==> src/rtl/fip_pkg.sv <==
// Shared types and constants for the integer power unit.
// No dependencies; imported by every other module of the block.
package fip_pkg;

   // Double precision field constants
   localparam logic [63:0] ONE_BITS    = 64'h3FF0_0000_0000_0000;
   localparam logic [63:0] DEFAULT_NAN = 64'hFFF8_0000_0000_0000;
   localparam logic [63:0] QUIET_BIT   = 64'h0008_0000_0000_0000;
   localparam logic [10:0] EXP_ALL_ONE = 11'h7FF;

   // Which operation the shared float unit runs
   typedef enum logic {
      FOP_MUL,
      FOP_RECIP
   } fip_op_type;

   // Operand and destination selection for one float operation
   typedef enum logic [1:0] {
      SEL_PROD,   // product * square -> product
      SEL_SQ,     // square * square  -> square
      SEL_RECIP   // 1.0 / product    -> product
   } fip_sel_type;

   typedef struct packed {
      logic        load;       // take a new request
      logic        fpu_start;  // launch one float operation
      fip_sel_type sel;
      logic        shift_mag;  // drop the lowest magnitude bit
      logic        load_out;   // move product into the response register
   } fip_cmd_type;

   typedef struct packed {
      logic mag_zero;
      logic mag_lsb;
      logic mag_last;   // only the lowest bit can still be set
      logic negative;
      logic fpu_done;
   } fip_status_type;

endpackage

==> src/rtl/float_integer_power.sv <==
// Top level of the double-precision integer power unit.
// Depends on fip_pkg, fip_ctrl, fip_datapath (and fip_fpu below it).
//
//   channel | direction | handshake             | payload
//   --------+-----------+-----------------------+------------------------------
//   req     | in        | req_valid / req_stall | req_base_bits, req_exponent
//   rsp     | out       | rsp_valid / rsp_stall | rsp_power_bits
//
// One request at a time. A multiply on the shared float unit takes longer when an operand
// or the result is subnormal. A request holds the block through one multiply per set bit
// of its exponent's magnitude and one square per bit below the top one, plus a reciprocal
// when the exponent is negative.
// Synchronous active-high reset clears the controller and the response valid.
// The response sits in its own register; a new request is taken while it is stalled.
module float_integer_power #(
   parameter int EXP_WIDTH = 32
) (
   input  logic                        clock,
   input  logic                        reset,
   input  logic                        req_valid,
   output logic                        req_stall,
   input  logic [63:0]                 req_base_bits,
   input  logic signed [EXP_WIDTH-1:0] req_exponent,
   output logic                        rsp_valid,
   input  logic                        rsp_stall,
   output logic [63:0]                 rsp_power_bits
);
   import fip_pkg::*;

   fip_cmd_type    cmd;
   fip_status_type status;

   // sequencer: square-and-multiply walk over the magnitude bits
   fip_ctrl u_ctrl (
      .clock     (clock),
      .reset     (reset),
      .req_valid (req_valid),
      .req_stall (req_stall),
      .rsp_valid (rsp_valid),
      .rsp_stall (rsp_stall),
      .status    (status),
      .cmd       (cmd)
   );

   // operand registers, float unit and response register
   fip_datapath #(
      .EXP_WIDTH (EXP_WIDTH)
   ) u_datapath (
      .clock      (clock),
      .reset      (reset),
      .cmd        (cmd),
      .status     (status),
      .base_bits  (req_base_bits),
      .exponent   (req_exponent),
      .power_bits (rsp_power_bits)
   );

endmodule

==> src/rtl/fip_fpu.sv <==
// Multi-cycle IEEE-754 double unit: multiply and reciprocal, round to nearest even.
// Depends on fip_pkg.
module fip_fpu (
   input  logic              clock,
   input  logic              reset,
   input  logic              start,
   input  fip_pkg::fip_op_type op,
   input  logic [63:0]       a,
   input  logic [63:0]       b,
   output logic              done,
   output logic [63:0]       result
);
   import fip_pkg::*;

   typedef enum logic [2:0] {
      F_IDLE,
      F_NORM,
      F_MULP,
      F_DIV,
      F_PREP,
      F_DENORM,
      F_ROUND
   } fstate_type;

   fstate_type         state_ff, state_in;
   fip_op_type         op_ff, op_in;
   logic               sign_ff, sign_in;
   logic [52:0]        ma_ff, ma_in, mb_ff, mb_in;
   logic signed [13:0] ea_ff, ea_in, eb_ff, eb_in;
   logic [105:0]       acc_ff, acc_in;
   logic [5:0]         cnt_ff, cnt_in;
   logic [53:0]        rem_ff, rem_in;
   logic [55:0]        quo_ff, quo_in;
   logic [52:0]        mant_ff, mant_in;
   logic               g_ff, g_in, st_ff, st_in;
   logic signed [13:0] e_ff, e_in;
   logic [63:0]        res_ff, res_in;
   logic               done_ff, done_in;

   // operand classification
   logic [10:0] ae, be;
   logic a_nan, a_inf, a_zero, b_nan, b_inf, b_zero;
   // partial product
   logic [26:0]  pa, pb;
   logic [53:0]  pp;
   logic [105:0] pp_sh;
   // division step
   logic         ge;
   logic [53:0]  diff;
   // rounding
   logic               up;
   logic [53:0]        rsum;
   logic [52:0]        rm;
   logic signed [13:0] re;

   assign ae     = a[62:52];
   assign be     = b[62:52];
   assign a_nan  = (ae == EXP_ALL_ONE) && (a[51:0] != 52'd0);
   assign a_inf  = (ae == EXP_ALL_ONE) && (a[51:0] == 52'd0);
   assign a_zero = (ae == 11'd0) && (a[51:0] == 52'd0);
   assign b_nan  = (be == EXP_ALL_ONE) && (b[51:0] != 52'd0);
   assign b_inf  = (be == EXP_ALL_ONE) && (b[51:0] == 52'd0);
   assign b_zero = (be == 11'd0) && (b[51:0] == 52'd0);

   always_comb begin
      case (cnt_ff[1:0])
         2'd0: begin
            pa = ma_ff[26:0];
            pb = mb_ff[26:0];
         end
         2'd1: begin
            pa = ma_ff[26:0];
            pb = {1'b0, mb_ff[52:27]};
         end
         2'd2: begin
            pa = {1'b0, ma_ff[52:27]};
            pb = mb_ff[26:0];
         end
         default: begin
            pa = {1'b0, ma_ff[52:27]};
            pb = {1'b0, mb_ff[52:27]};
         end
      endcase
   end

   assign pp = pa * pb;

   always_comb begin
      case (cnt_ff[1:0])
         2'd0:    pp_sh = {52'd0, pp};
         2'd3:    pp_sh = {pp, 52'd0} << 2;
         default: pp_sh = {25'd0, pp, 27'd0};
      endcase
   end

   assign ge   = rem_ff >= {1'b0, ma_ff};
   assign diff = rem_ff - {1'b0, ma_ff};

   assign up   = g_ff & (st_ff | mant_ff[0]);
   assign rsum = {1'b0, mant_ff} + {53'd0, up};
   assign rm   = rsum[53] ? {1'b1, 52'd0} : rsum[52:0];
   assign re   = rsum[53] ? e_ff + 14'sd1 : e_ff;

   always_comb begin
      state_in = state_ff;
      op_in    = op_ff;
      sign_in  = sign_ff;
      ma_in    = ma_ff;
      mb_in    = mb_ff;
      ea_in    = ea_ff;
      eb_in    = eb_ff;
      acc_in   = acc_ff;
      cnt_in   = cnt_ff;
      rem_in   = rem_ff;
      quo_in   = quo_ff;
      mant_in  = mant_ff;
      g_in     = g_ff;
      st_in    = st_ff;
      e_in     = e_ff;
      res_in   = res_ff;
      done_in  = 1'b0;

      case (state_ff)
         F_IDLE: begin
            if (start) begin
               op_in = op;
               ma_in = {ae != 11'd0, a[51:0]};
               ea_in = (ae == 11'd0) ? 14'sd1 : $signed({3'd0, ae});
               if (op == FOP_MUL) begin
                  sign_in = a[63] ^ b[63];
                  mb_in   = {be != 11'd0, b[51:0]};
                  eb_in   = (be == 11'd0) ? 14'sd1 : $signed({3'd0, be});
                  if (a_nan) begin
                     res_in  = a | QUIET_BIT;
                     done_in = 1'b1;
                  end else if (b_nan) begin
                     res_in  = b | QUIET_BIT;
                     done_in = 1'b1;
                  end else if ((a_inf && b_zero) || (a_zero && b_inf)) begin
                     res_in  = DEFAULT_NAN;
                     done_in = 1'b1;
                  end else if (a_inf || b_inf) begin
                     res_in  = {a[63] ^ b[63], EXP_ALL_ONE, 52'd0};
                     done_in = 1'b1;
                  end else if (a_zero || b_zero) begin
                     res_in  = {a[63] ^ b[63], 63'd0};
                     done_in = 1'b1;
                  end else begin
                     state_in = F_NORM;
                  end
               end else begin
                  sign_in = a[63];
                  mb_in   = {1'b1, 52'd0};
                  eb_in   = 14'sd1;
                  if (a_nan) begin
                     res_in  = a | QUIET_BIT;
                     done_in = 1'b1;
                  end else if (a_inf) begin
                     res_in  = {a[63], 63'd0};
                     done_in = 1'b1;
                  end else if (a_zero) begin
                     res_in  = {a[63], EXP_ALL_ONE, 52'd0};
                     done_in = 1'b1;
                  end else begin
                     state_in = F_NORM;
                  end
               end
            end
         end
         F_NORM: begin
            // one bit of subnormal normalisation per cycle
            if (!ma_ff[52]) begin
               ma_in = ma_ff << 1;
               ea_in = ea_ff - 14'sd1;
            end
            if (!mb_ff[52]) begin
               mb_in = mb_ff << 1;
               eb_in = eb_ff - 14'sd1;
            end
            if (ma_ff[52] && mb_ff[52]) begin
               cnt_in = 6'd0;
               if (op_ff == FOP_MUL) begin
                  acc_in   = 106'd0;
                  state_in = F_MULP;
               end else begin
                  rem_in   = {2'b01, 52'd0};
                  quo_in   = 56'd0;
                  state_in = F_DIV;
               end
            end
         end
         F_MULP: begin
            acc_in = acc_ff + pp_sh;
            cnt_in = cnt_ff + 6'd1;
            if (cnt_ff == 6'd3) begin
               state_in = F_PREP;
            end
         end
         F_DIV: begin
            quo_in = {quo_ff[54:0], ge};
            rem_in = (ge ? diff : rem_ff) << 1;
            cnt_in = cnt_ff + 6'd1;
            if (cnt_ff == 6'd55) begin
               state_in = F_PREP;
            end
         end
         F_PREP: begin
            if (op_ff == FOP_MUL) begin
               if (acc_ff[105]) begin
                  mant_in = acc_ff[105:53];
                  g_in    = acc_ff[52];
                  st_in   = |acc_ff[51:0];
                  e_in    = ea_ff + eb_ff - 14'sd1022;
               end else begin
                  mant_in = acc_ff[104:52];
                  g_in    = acc_ff[51];
                  st_in   = |acc_ff[50:0];
                  e_in    = ea_ff + eb_ff - 14'sd1023;
               end
            end else begin
               if (quo_ff[55]) begin
                  mant_in = quo_ff[55:3];
                  g_in    = quo_ff[2];
                  st_in   = (|quo_ff[1:0]) | (rem_ff != 54'd0);
                  e_in    = 14'sd2046 - ea_ff;
               end else begin
                  mant_in = quo_ff[54:2];
                  g_in    = quo_ff[1];
                  st_in   = quo_ff[0] | (rem_ff != 54'd0);
                  e_in    = 14'sd2045 - ea_ff;
               end
            end
            state_in = F_DENORM;
         end
         F_DENORM: begin
            // right shift into the subnormal range, one bit per cycle
            if (e_ff < 14'sd1) begin
               if ((mant_ff == 53'd0) && !g_ff) begin
                  e_in = 14'sd1;
               end else begin
                  st_in   = st_ff | g_ff;
                  g_in    = mant_ff[0];
                  mant_in = mant_ff >> 1;
                  e_in    = e_ff + 14'sd1;
               end
            end else begin
               state_in = F_ROUND;
            end
         end
         F_ROUND: begin
            if (re >= 14'sd2047) begin
               res_in = {sign_ff, EXP_ALL_ONE, 52'd0};
            end else begin
               res_in = {sign_ff, rm[52] ? re[10:0] : 11'd0, rm[51:0]};
            end
            done_in  = 1'b1;
            state_in = F_IDLE;
         end
         default: begin
            state_in = F_IDLE;
         end
      endcase
   end

   always_ff @(posedge clock) begin
      if (reset) begin
         state_ff <= F_IDLE;
         done_ff  <= 1'b0;
      end else begin
         state_ff <= state_in;
         done_ff  <= done_in;
      end
      op_ff   <= op_in;
      sign_ff <= sign_in;
      ma_ff   <= ma_in;
      mb_ff   <= mb_in;
      ea_ff   <= ea_in;
      eb_ff   <= eb_in;
      acc_ff  <= acc_in;
      cnt_ff  <= cnt_in;
      rem_ff  <= rem_in;
      quo_ff  <= quo_in;
      mant_ff <= mant_in;
      g_ff    <= g_in;
      st_ff   <= st_in;
      e_ff    <= e_in;
      res_ff  <= res_in;
   end

   assign done   = done_ff;
   assign result = res_ff;

endmodule

==> src/rtl/fip_datapath.sv <==
// Datapath: square, product and magnitude registers around the shared float unit.
// Depends on fip_pkg and fip_fpu.
module fip_datapath #(
   parameter int EXP_WIDTH = 32
) (
   input  logic                        clock,
   input  logic                        reset,
   input  fip_pkg::fip_cmd_type        cmd,
   output fip_pkg::fip_status_type     status,
   input  logic [63:0]                 base_bits,
   input  logic signed [EXP_WIDTH-1:0] exponent,
   output logic [63:0]                 power_bits
);
   import fip_pkg::*;

   logic [63:0]          square_ff, product_ff, power_ff;
   logic [EXP_WIDTH-1:0] mag_ff;
   logic                 neg_ff;
   fip_sel_type          sel_ff;
   logic                 fpu_done;
   logic [63:0]          fpu_a, fpu_result;
   fip_op_type           fpu_op;

   assign fpu_a  = (cmd.sel == SEL_SQ) ? square_ff : product_ff;
   assign fpu_op = (cmd.sel == SEL_RECIP) ? FOP_RECIP : FOP_MUL;

   fip_fpu u_fpu (
      .clock  (clock),
      .reset  (reset),
      .start  (cmd.fpu_start),
      .op     (fpu_op),
      .a      (fpu_a),
      .b      (square_ff),
      .done   (fpu_done),
      .result (fpu_result)
   );

   always_ff @(posedge clock) begin
      if (cmd.load) begin
         square_ff  <= base_bits;
         product_ff <= ONE_BITS;
         neg_ff     <= exponent[EXP_WIDTH-1];
         mag_ff     <= exponent[EXP_WIDTH-1] ? (~exponent + 1'b1) : exponent;
      end else begin
         if (cmd.shift_mag) begin
            mag_ff <= mag_ff >> 1;
         end
         if (fpu_done) begin
            if (sel_ff == SEL_SQ) begin
               square_ff <= fpu_result;
            end else begin
               product_ff <= fpu_result;
            end
         end
      end
      if (cmd.fpu_start) begin
         sel_ff <= cmd.sel;
      end
      if (cmd.load_out) begin
         power_ff <= product_ff;
      end
   end

   assign status.mag_zero = (mag_ff == '0);
   assign status.mag_lsb  = mag_ff[0];
   assign status.mag_last = ((mag_ff >> 1) == '0);
   assign status.negative = neg_ff;
   assign status.fpu_done = fpu_done;
   assign power_bits      = power_ff;

endmodule

==> src/rtl/fip_ctrl.sv <==
// Controller: walks the exponent magnitude and sequences the float unit.
// Depends on fip_pkg.
module fip_ctrl (
   input  logic                    clock,
   input  logic                    reset,
   input  logic                    req_valid,
   output logic                    req_stall,
   output logic                    rsp_valid,
   input  logic                    rsp_stall,
   input  fip_pkg::fip_status_type status,
   output fip_pkg::fip_cmd_type    cmd
);
   import fip_pkg::*;

   typedef enum logic [2:0] {
      S_IDLE,
      S_CHECK,
      S_PWAIT,
      S_SWAIT,
      S_RWAIT,
      S_OUT
   } state_type;

   state_type state_ff, state_in;
   logic      rsp_valid_ff, rsp_valid_in;
   logic      out_free;

   assign out_free = !rsp_valid_ff || !rsp_stall;

   always_comb begin
      state_in      = state_ff;
      cmd.load      = 1'b0;
      cmd.fpu_start = 1'b0;
      cmd.sel       = SEL_PROD;
      cmd.shift_mag = 1'b0;
      cmd.load_out  = 1'b0;
      rsp_valid_in  = rsp_valid_ff && rsp_stall;

      case (state_ff)
         S_IDLE: begin
            if (req_valid) begin
               cmd.load = 1'b1;
               state_in = S_CHECK;
            end
         end
         S_CHECK: begin
            if (status.mag_zero) begin
               if (status.negative) begin
                  cmd.fpu_start = 1'b1;
                  cmd.sel       = SEL_RECIP;
                  state_in      = S_RWAIT;
               end else begin
                  state_in = S_OUT;
               end
            end else if (status.mag_lsb) begin
               cmd.fpu_start = 1'b1;
               cmd.sel       = SEL_PROD;
               state_in      = S_PWAIT;
            end else begin
               cmd.fpu_start = 1'b1;
               cmd.sel       = SEL_SQ;
               state_in      = S_SWAIT;
            end
         end
         S_PWAIT: begin
            if (status.fpu_done) begin
               if (status.mag_last) begin
                  cmd.shift_mag = 1'b1;
                  state_in      = S_CHECK;
               end else begin
                  cmd.fpu_start = 1'b1;
                  cmd.sel       = SEL_SQ;
                  state_in      = S_SWAIT;
               end
            end
         end
         S_SWAIT: begin
            if (status.fpu_done) begin
               cmd.shift_mag = 1'b1;
               state_in      = S_CHECK;
            end
         end
         S_RWAIT: begin
            if (status.fpu_done) begin
               state_in = S_OUT;
            end
         end
         S_OUT: begin
            if (out_free) begin
               cmd.load_out = 1'b1;
               rsp_valid_in = 1'b1;
               state_in     = S_IDLE;
            end
         end
         default: begin
            state_in = S_IDLE;
         end
      endcase
   end

   always_ff @(posedge clock) begin
      if (reset) begin
         state_ff     <= S_IDLE;
         rsp_valid_ff <= 1'b0;
      end else begin
         state_ff     <= state_in;
         rsp_valid_ff <= rsp_valid_in;
      end
   end

   assign req_stall = (state_ff != S_IDLE);
   assign rsp_valid = rsp_valid_ff;

endmodule

==> config.mk <==
export PLATFORM = sky130hd
export DESIGN_NAME = float_integer_power
export DESIGN_NICKNAME = d
export VERILOG_FILES = /design/src/rtl/fip_pkg.sv /design/src/rtl/float_integer_power.sv /design/src/rtl/fip_fpu.sv /design/src/rtl/fip_datapath.sv /design/src/rtl/fip_ctrl.sv
export SDC_FILE = /design/constraint.sdc
export NUM_CORES = 2
export LEC_CHECK = 0
export ABC_AREA = 1
export ABC_CLOCK_PERIOD_IN_PS = 23500
export BUFFER_PORTS_ARGS = -buffer_cell sky130_fd_sc_hd__buf_4
export CAP_MARGIN = 20
export CORE_MARGIN = 5
export CORE_UTILIZATION = 43
export CTS_CLUSTER_SIZE = 14
export DETAILED_ROUTE_END_ITERATION = 16
export PLACE_DENSITY = 0.65
export SLEW_MARGIN = 30
export SYNTH_ARGS = -nofsm -noshare
export SYNTH_HDL_FRONTEND = slang
export SYNTH_SLANG_ARGS = --single-unit
==> constraint.sdc <==
create_clock -name clock -period 23.5 [get_ports clock]
set_clock_uncertainty 0.1 [all_clocks]
set_input_delay 2.35 -clock clock [delete_from_list [all_inputs] [get_ports clock]]
set_output_delay 2.35 -clock clock [all_outputs]
set_load 0.02 [all_outputs]
### Yosys cells after proc, flatten, opt, wreduce, memory -nomap -nowiden

Index checks and enable logic that the tools add are counted.

| storage, ports and cells | value |
|---|---|
| output and inout bits | 66 |
| flip-flop bits (word level) | 726 |

| cells by class | value |
|---|---|
| multiply operators | 1 |
| muxes and demuxes | 131 |
| reduce and logical (&&, ||, !) cells | 63 |
| equal/unequal tests | 46 |
| $add $sub $neg | 13 |
| bitwise gates (word level) | 8 |
| magnitude comparators | 3 |

Operators with widths:

| kind | count |
|---|---|
| two-way mux 64 bit | 14 |
| two-way mux 53 bit | 12 |
| one-hot mux 106 bit (2 select lines) | 2 |
| one-hot mux 53 bit (2 select lines) | 3 |
| two-way mux 106 bit | 2 |
| two-way mux 14 bit | 10 |
| one-hot mux 64 bit (2 select lines) | 1 |
| two-way mux 56 bit | 2 |
| one-hot mux 56 bit (2 select lines) | 1 |
| two-way mux 54 bit | 2 |
| one-hot mux 54 bit (2 select lines) | 1 |
| adder 106 bit | 1 |
| zero test 52 bit | 2 |
| nonzero test 52 bit | 2 |
| two-way mux 32 bit | 3 |
| one-hot mux 14 bit (2 select lines) | 3 |
| two-way mux 3 bit | 23 |
| zero test 32 bit | 2 |
| two-way mux 63 bit | 1 |
| adder 53 x 1 -> 54 bit | 1 |
| greater-or-equal comparator 54 x 53 -> 1 bit | 1 |
| multiplier 27 x 27 -> 54 bit | 1 |
| two-way mux 27 bit | 2 |
| nonzero test 54 bit | 1 |
| 55 further kinds | 172 |

### Logic depth before layout (Yosys ltp)

| depth | value |
|---|---|
| depth after elaboration | 17 |
| depth in mapped cells | 55 |
| gate-level depth less buffers | 53 |

### Modules after synthesis

Synthesis repeated with hierarchy kept, for this count alone.

| second synthesis, totals | value |
|---|---|
| cell total of the unflattened synthesis | 9876 |
| area total of the unflattened synthesis | 74650.3 um2 |

By module, submodules not included:

| module | instances | cells an instance | area an instance (um2) |
|---|---|---|---|
| fip_fpu | 1 | 8791 | 64171.5 |
| fip_datapath | 1 | 1021 | 10122.2 |
| fip_ctrl | 1 | 64 | 356.6 |

### Worst setup path after synthesis

No wires, ideal clock.

| timing path | value |
|---|---|
| kind | register to register |
| from | register u_datapath.u_fpu.cnt_ff[0] |
| to | register u_datapath.u_fpu.acc_ff[98], data pin |
| cell stages (with the launch flop) | 50 |
| clock period less this slack | 10.124 ns |
| library setup time | 0.259 ns |
| setup slack | 13.376 ns |
| data arrival time | 9.765 ns |
| path through | edfxtp_1 -> inv_1 -> ha_1 -> nor2_1 -> clkbuf_1 -> buf_1 -> nand2_1 -> o21ai_1 -> clkbuf_1 -> nand2_1 -> fa_1 -> inv_1 -> fa_1 -> inv_1 -> fa_1 -> fa_1 -> fa_1 -> inv_1 -> [... 14 more ...] -> o21bai_1 -> a211oi_1 -> nor2_1 -> or2_2 -> nand3_1 -> o21ai_0 -> ha_1 -> nand2_1 -> nor2_1 -> inv_1 -> nor2_1 -> inv_1 -> nor2_1 -> nand2_1 -> o311ai_0 -> a21oi_1 -> o21ai_0 -> a21oi_1 |

| between the ends | value |
|---|---|
| cells in the longest elaborated chain, start to end | 7 |

Ends and longest elaborated chain:

| what | line | RTL |
|---|---|---|
| from (decl) | fip_fpu.sv:31 | `logic [5:0] cnt_ff, cnt_in;` |
| from (signal assigned) | fip_fpu.sv:280 | `cnt_ff <= cnt_in;` |
| equality test 2 x 1 -> 1 bit, or another cell as far along | fip_fpu.sv:66 | `case (cnt_ff[1:0])` |
| OR reduction 2 bit (no line) | - |  |
| two-way mux 27 bit | fip_fpu.sv:66 |  |
| multiplier 27 x 27 -> 54 bit | fip_fpu.sv:86 | `assign pp = pa * pb;` |
| one-hot mux 106 bit (2 select lines) * | fip_fpu.sv:89 | `case (cnt_ff[1:0])` |
| adder 106 bit * | fip_fpu.sv:193 | `acc_in = acc_ff + pp_sh;` |
| one-hot mux 106 bit (2 select lines) * | fip_fpu.sv:123 | `case (state_ff)` |
| to (signal assigned) | fip_fpu.sv:279 | `acc_ff <= acc_in;` |
| to (decl) | fip_fpu.sv:30 | `logic [105:0] acc_ff, acc_in;` |

Mark *: on every way between the ends. The rest lies on a longest branch, timed or not.
A chain may end at the register's enable or synchronous reset.

### Worst setup path in the final report

| timing path | value |
|---|---|
| from | register u_datapath.u_fpu.cnt_ff[0] |
| to | register u_datapath.u_fpu.acc_ff[94], data pin |

The elaborated chain is that of the path after synthesis.

==> metrics.cfg <==
[floorplanning]
die_w_um = 418
dieHeight_um = 418
pin_count = 166
die_area_sq_mm = 0.175
std_cell_rows = 149
core_area_sq_mm = 0.165
initial_core_util = 0.434

[clock_tree]
cts_setup_buffers = 0
tritoncts = done
clockRootBuffer = clkbuf_16
cts_max_level = 3
cts-buffers-inserted = 86
cts_resized = 0
clock_latency_ps = 730
cts_sinks = 725
cts_max_path_buffers = 3
hold_buffers = 0
clk_pin_slew_worst_paths_ps = 60

[grt]
grt_start_max_net_pins = 108
antenna_found_initial = 18
grt_usage = 0.300
grt_pass1_wl_um = 399000
grt_overflow = 0
grt_pass1_vias = 63400

[yosys]
synth_ff_type = edfxtp_1
synthTopCellsByArea = edfxtp_1 (27%), fa_1 (18%), nand2_1 (9.2%)
avgSynthCellArea_sq_um = 7.84
yosysSeqAreaShare = 0.294
syn_inst = 9145
yosys_warnings = 0
synth_top_cell_by_area = edfxtp_1
yosysUniqueCellTypes = 65
yosys-top-cells-count = nand2_1 (1752), inv_1 (1645), nor2_1 (1037)
yosysMostFrequentCell = nand2_1
syn-cell-area_sq_mm = 0.0717
ys_async_sr_fraction = 0
synth-edff-count = 653
synth_top_area_frac = 0.273
ys_ff_latch = 725
syn_nets = 10300

[cells_and_area]
multiInputGateArea_sq_mm = 0.0432
final_layout_size_suffix_gt1_frac = 0.0557
fillCellCount = 16300
layout.nets = 10300
area_growth_pct = 9.54
final-seq-area_sq_mm = 0.0211

[sta]
timing.fmax_mhz = 75.0
slew_headroom = 0.261
worst_pin_slew_ps = 1100
setup_viol = 0
grt_setup_unrepaired = false
finalCriticalPeriod_ps = 13340
drv_slew = 0
fin_crit_sh = 0.568
setup_tns_ps = 0
hold_viol = 0

[routing]
via_per_inst = 5.68
drc = 0
wl_met2_um = 120000
drt-total-wl_um = 269000
wl_met1_um = 111000
wl_met3_um = 23500
postRouteAntennaNets = 0
wl_per_cell_um = 23.5
drt_iter0_drc = 7239
first_pass_iters = 7
num_vias = 65100
highest_layer = met5

[critical_path]
crit_type = reg -> reg
reg2reg_depth = 48
crit_family = adder cells
critical_path_depth = 48
crit_slowest_cell = clkinv_1
crit_fanout = 53
cpPeakStageDelay_ps = 1000
worst_r2r_startpoint = u_datapath.u_fpu.cnt_ff[0]
crit_top_cell = inv_1
crit_arrival_ps = 13700
worst-path-buf-inv = 12
crit_required_ps = 23860
crit_path_start_kind = register
reg2reg_slack_ps = 10160
cp-end-kind = register
r2r-end = u_datapath.u_fpu.acc_ff[94]

[min_path]
min_to = u_datapath.power_bits[28]
min-delay-start = u_datapath.product_ff[28]
hold_path_depth = 0
hold_class = reg -> reg

[outcome]
status = finished, final reports clean

[placed_design]
hpwl_um = 213000
port_buffers = 165
gp_congestion = 1.01

[run]
max_cap_violations = 0

## registers in the layout, indices dropped and copies added (netlist names), 56 cells and up
| register | flops |
|---|---|
| u_datapath.square_ff | 64 |
| u_datapath.u_fpu.result | 64 |
| u_datapath.product_ff | 64 |
| u_datapath.power_bits | 64 |
| u_datapath.u_fpu.quo_ff | 56 |
| u_datapath.u_fpu.acc_ff | 106 |
## how the worst max path moves through the flow
stage / from / to
finish: u_datapath.u_fpu.cnt_ff[0] / u_datapath.u_fpu.acc_ff[94]
global route: u_datapath.u_fpu.cnt_ff[0] / u_datapath.u_fpu.acc_ff[96]
CTS: u_datapath.u_fpu.cnt_ff[0] / u_datapath.u_fpu.acc_ff[94]
detailed placement: u_datapath.u_fpu.cnt_ff[0] / u_datapath.u_fpu.acc_ff[94]
global placement: u_datapath.u_fpu.cnt_ff[0] / u_datapath.u_fpu.acc_ff[98]
floorplan: u_datapath.u_fpu.cnt_ff[0] / u_datapath.u_fpu.acc_ff[98]
## cell usage in the layout (no fill, tap or decap), drive strengths merged, types with 3 or more instances in the layout
cell      count
nand2      1758
inv        1661
nor2       1044
a21oi       708
o21ai       677
edfxtp      653
fa          627
ha          386
buf         278
nand3       216
a31oi       144
xor2        134
o22ai       116
clkbuf      113
nor3         92
nor4         82
xnor2        79
dfxtp        72
o21a         67
nand4        62
o211ai       61
clkinv       52
o21bai       21
o31ai        18
nand3b       16
bufinv       14
a21boi       14
a21o         12
diode        10
a211oi       10
o221ai        9
or2           8
and2          5
nor2b         5
a221oi        4
o2111ai       3
clkinvlp      3
o311ai        3
## per-layer routing
metal / GRT usage / vias to the layer above
met5: 0 / -
met4: 0.139 / 10
met3: 0.0584 / 603
met2: 0.469 / 3101
met1: 0.404 / 31600
li1: - / 29700
## metrics by stage
stage | hold slack [ps] | utilization | setup slack (ps) | std cells | area (sq um)
detailed placement | 341 | 0.456 | 10790 | 11300 | 75400
global placement | 344 | 0.456 | 10090 | 11300 | 75400
floorplan | 308 | - | 13380 | 9145 | 71700
global route | 362 | 0.475 | 9380 | 11400 | 78500
finish | 363 | 0.475 | 10160 | 11400 | 78500
CTS | 357 | 0.475 | 10700 | 11400 | 78500
## worst register-to-register path: cells and delay by family, from the launching register on
family | cells | cell delay (ps)
simple gates | 9 | 1600
compound gates | 16 | 3490
fa+ha+maj | 10 | 4630
flops | 1 | 420
xor+xnor | 1 | 580
buf+inv | 12 | 2260
## logic make-up after synthesis
| family | share of synthesized area |
|---|---|
| and+or+nand+nor | 0.186 |
| buffers and inverters | 0.107 |
| AOI/OAI and AO/OA | 0.145 |
| adders and majority gates | 0.242 |
| DFF | 0.294 |
| xor gates and xnor gates | 0.0260 |
| muxes | 0.000279 |
## cell type report
cell class,instances,share of cell area
diodes,10,0.000319
repair buffers,278,0.0267
clock buffers,113,0.0307
flip-flops and latches,725,0.268
clock inverters,47,0.00854
multi-input cells,6402,0.550
inverters,1683,0.0805
well taps,2189,0.0349
Power is not shown: default switching activity piles up to over one toggle a cycle in this logic, so the estimate is an artifact.
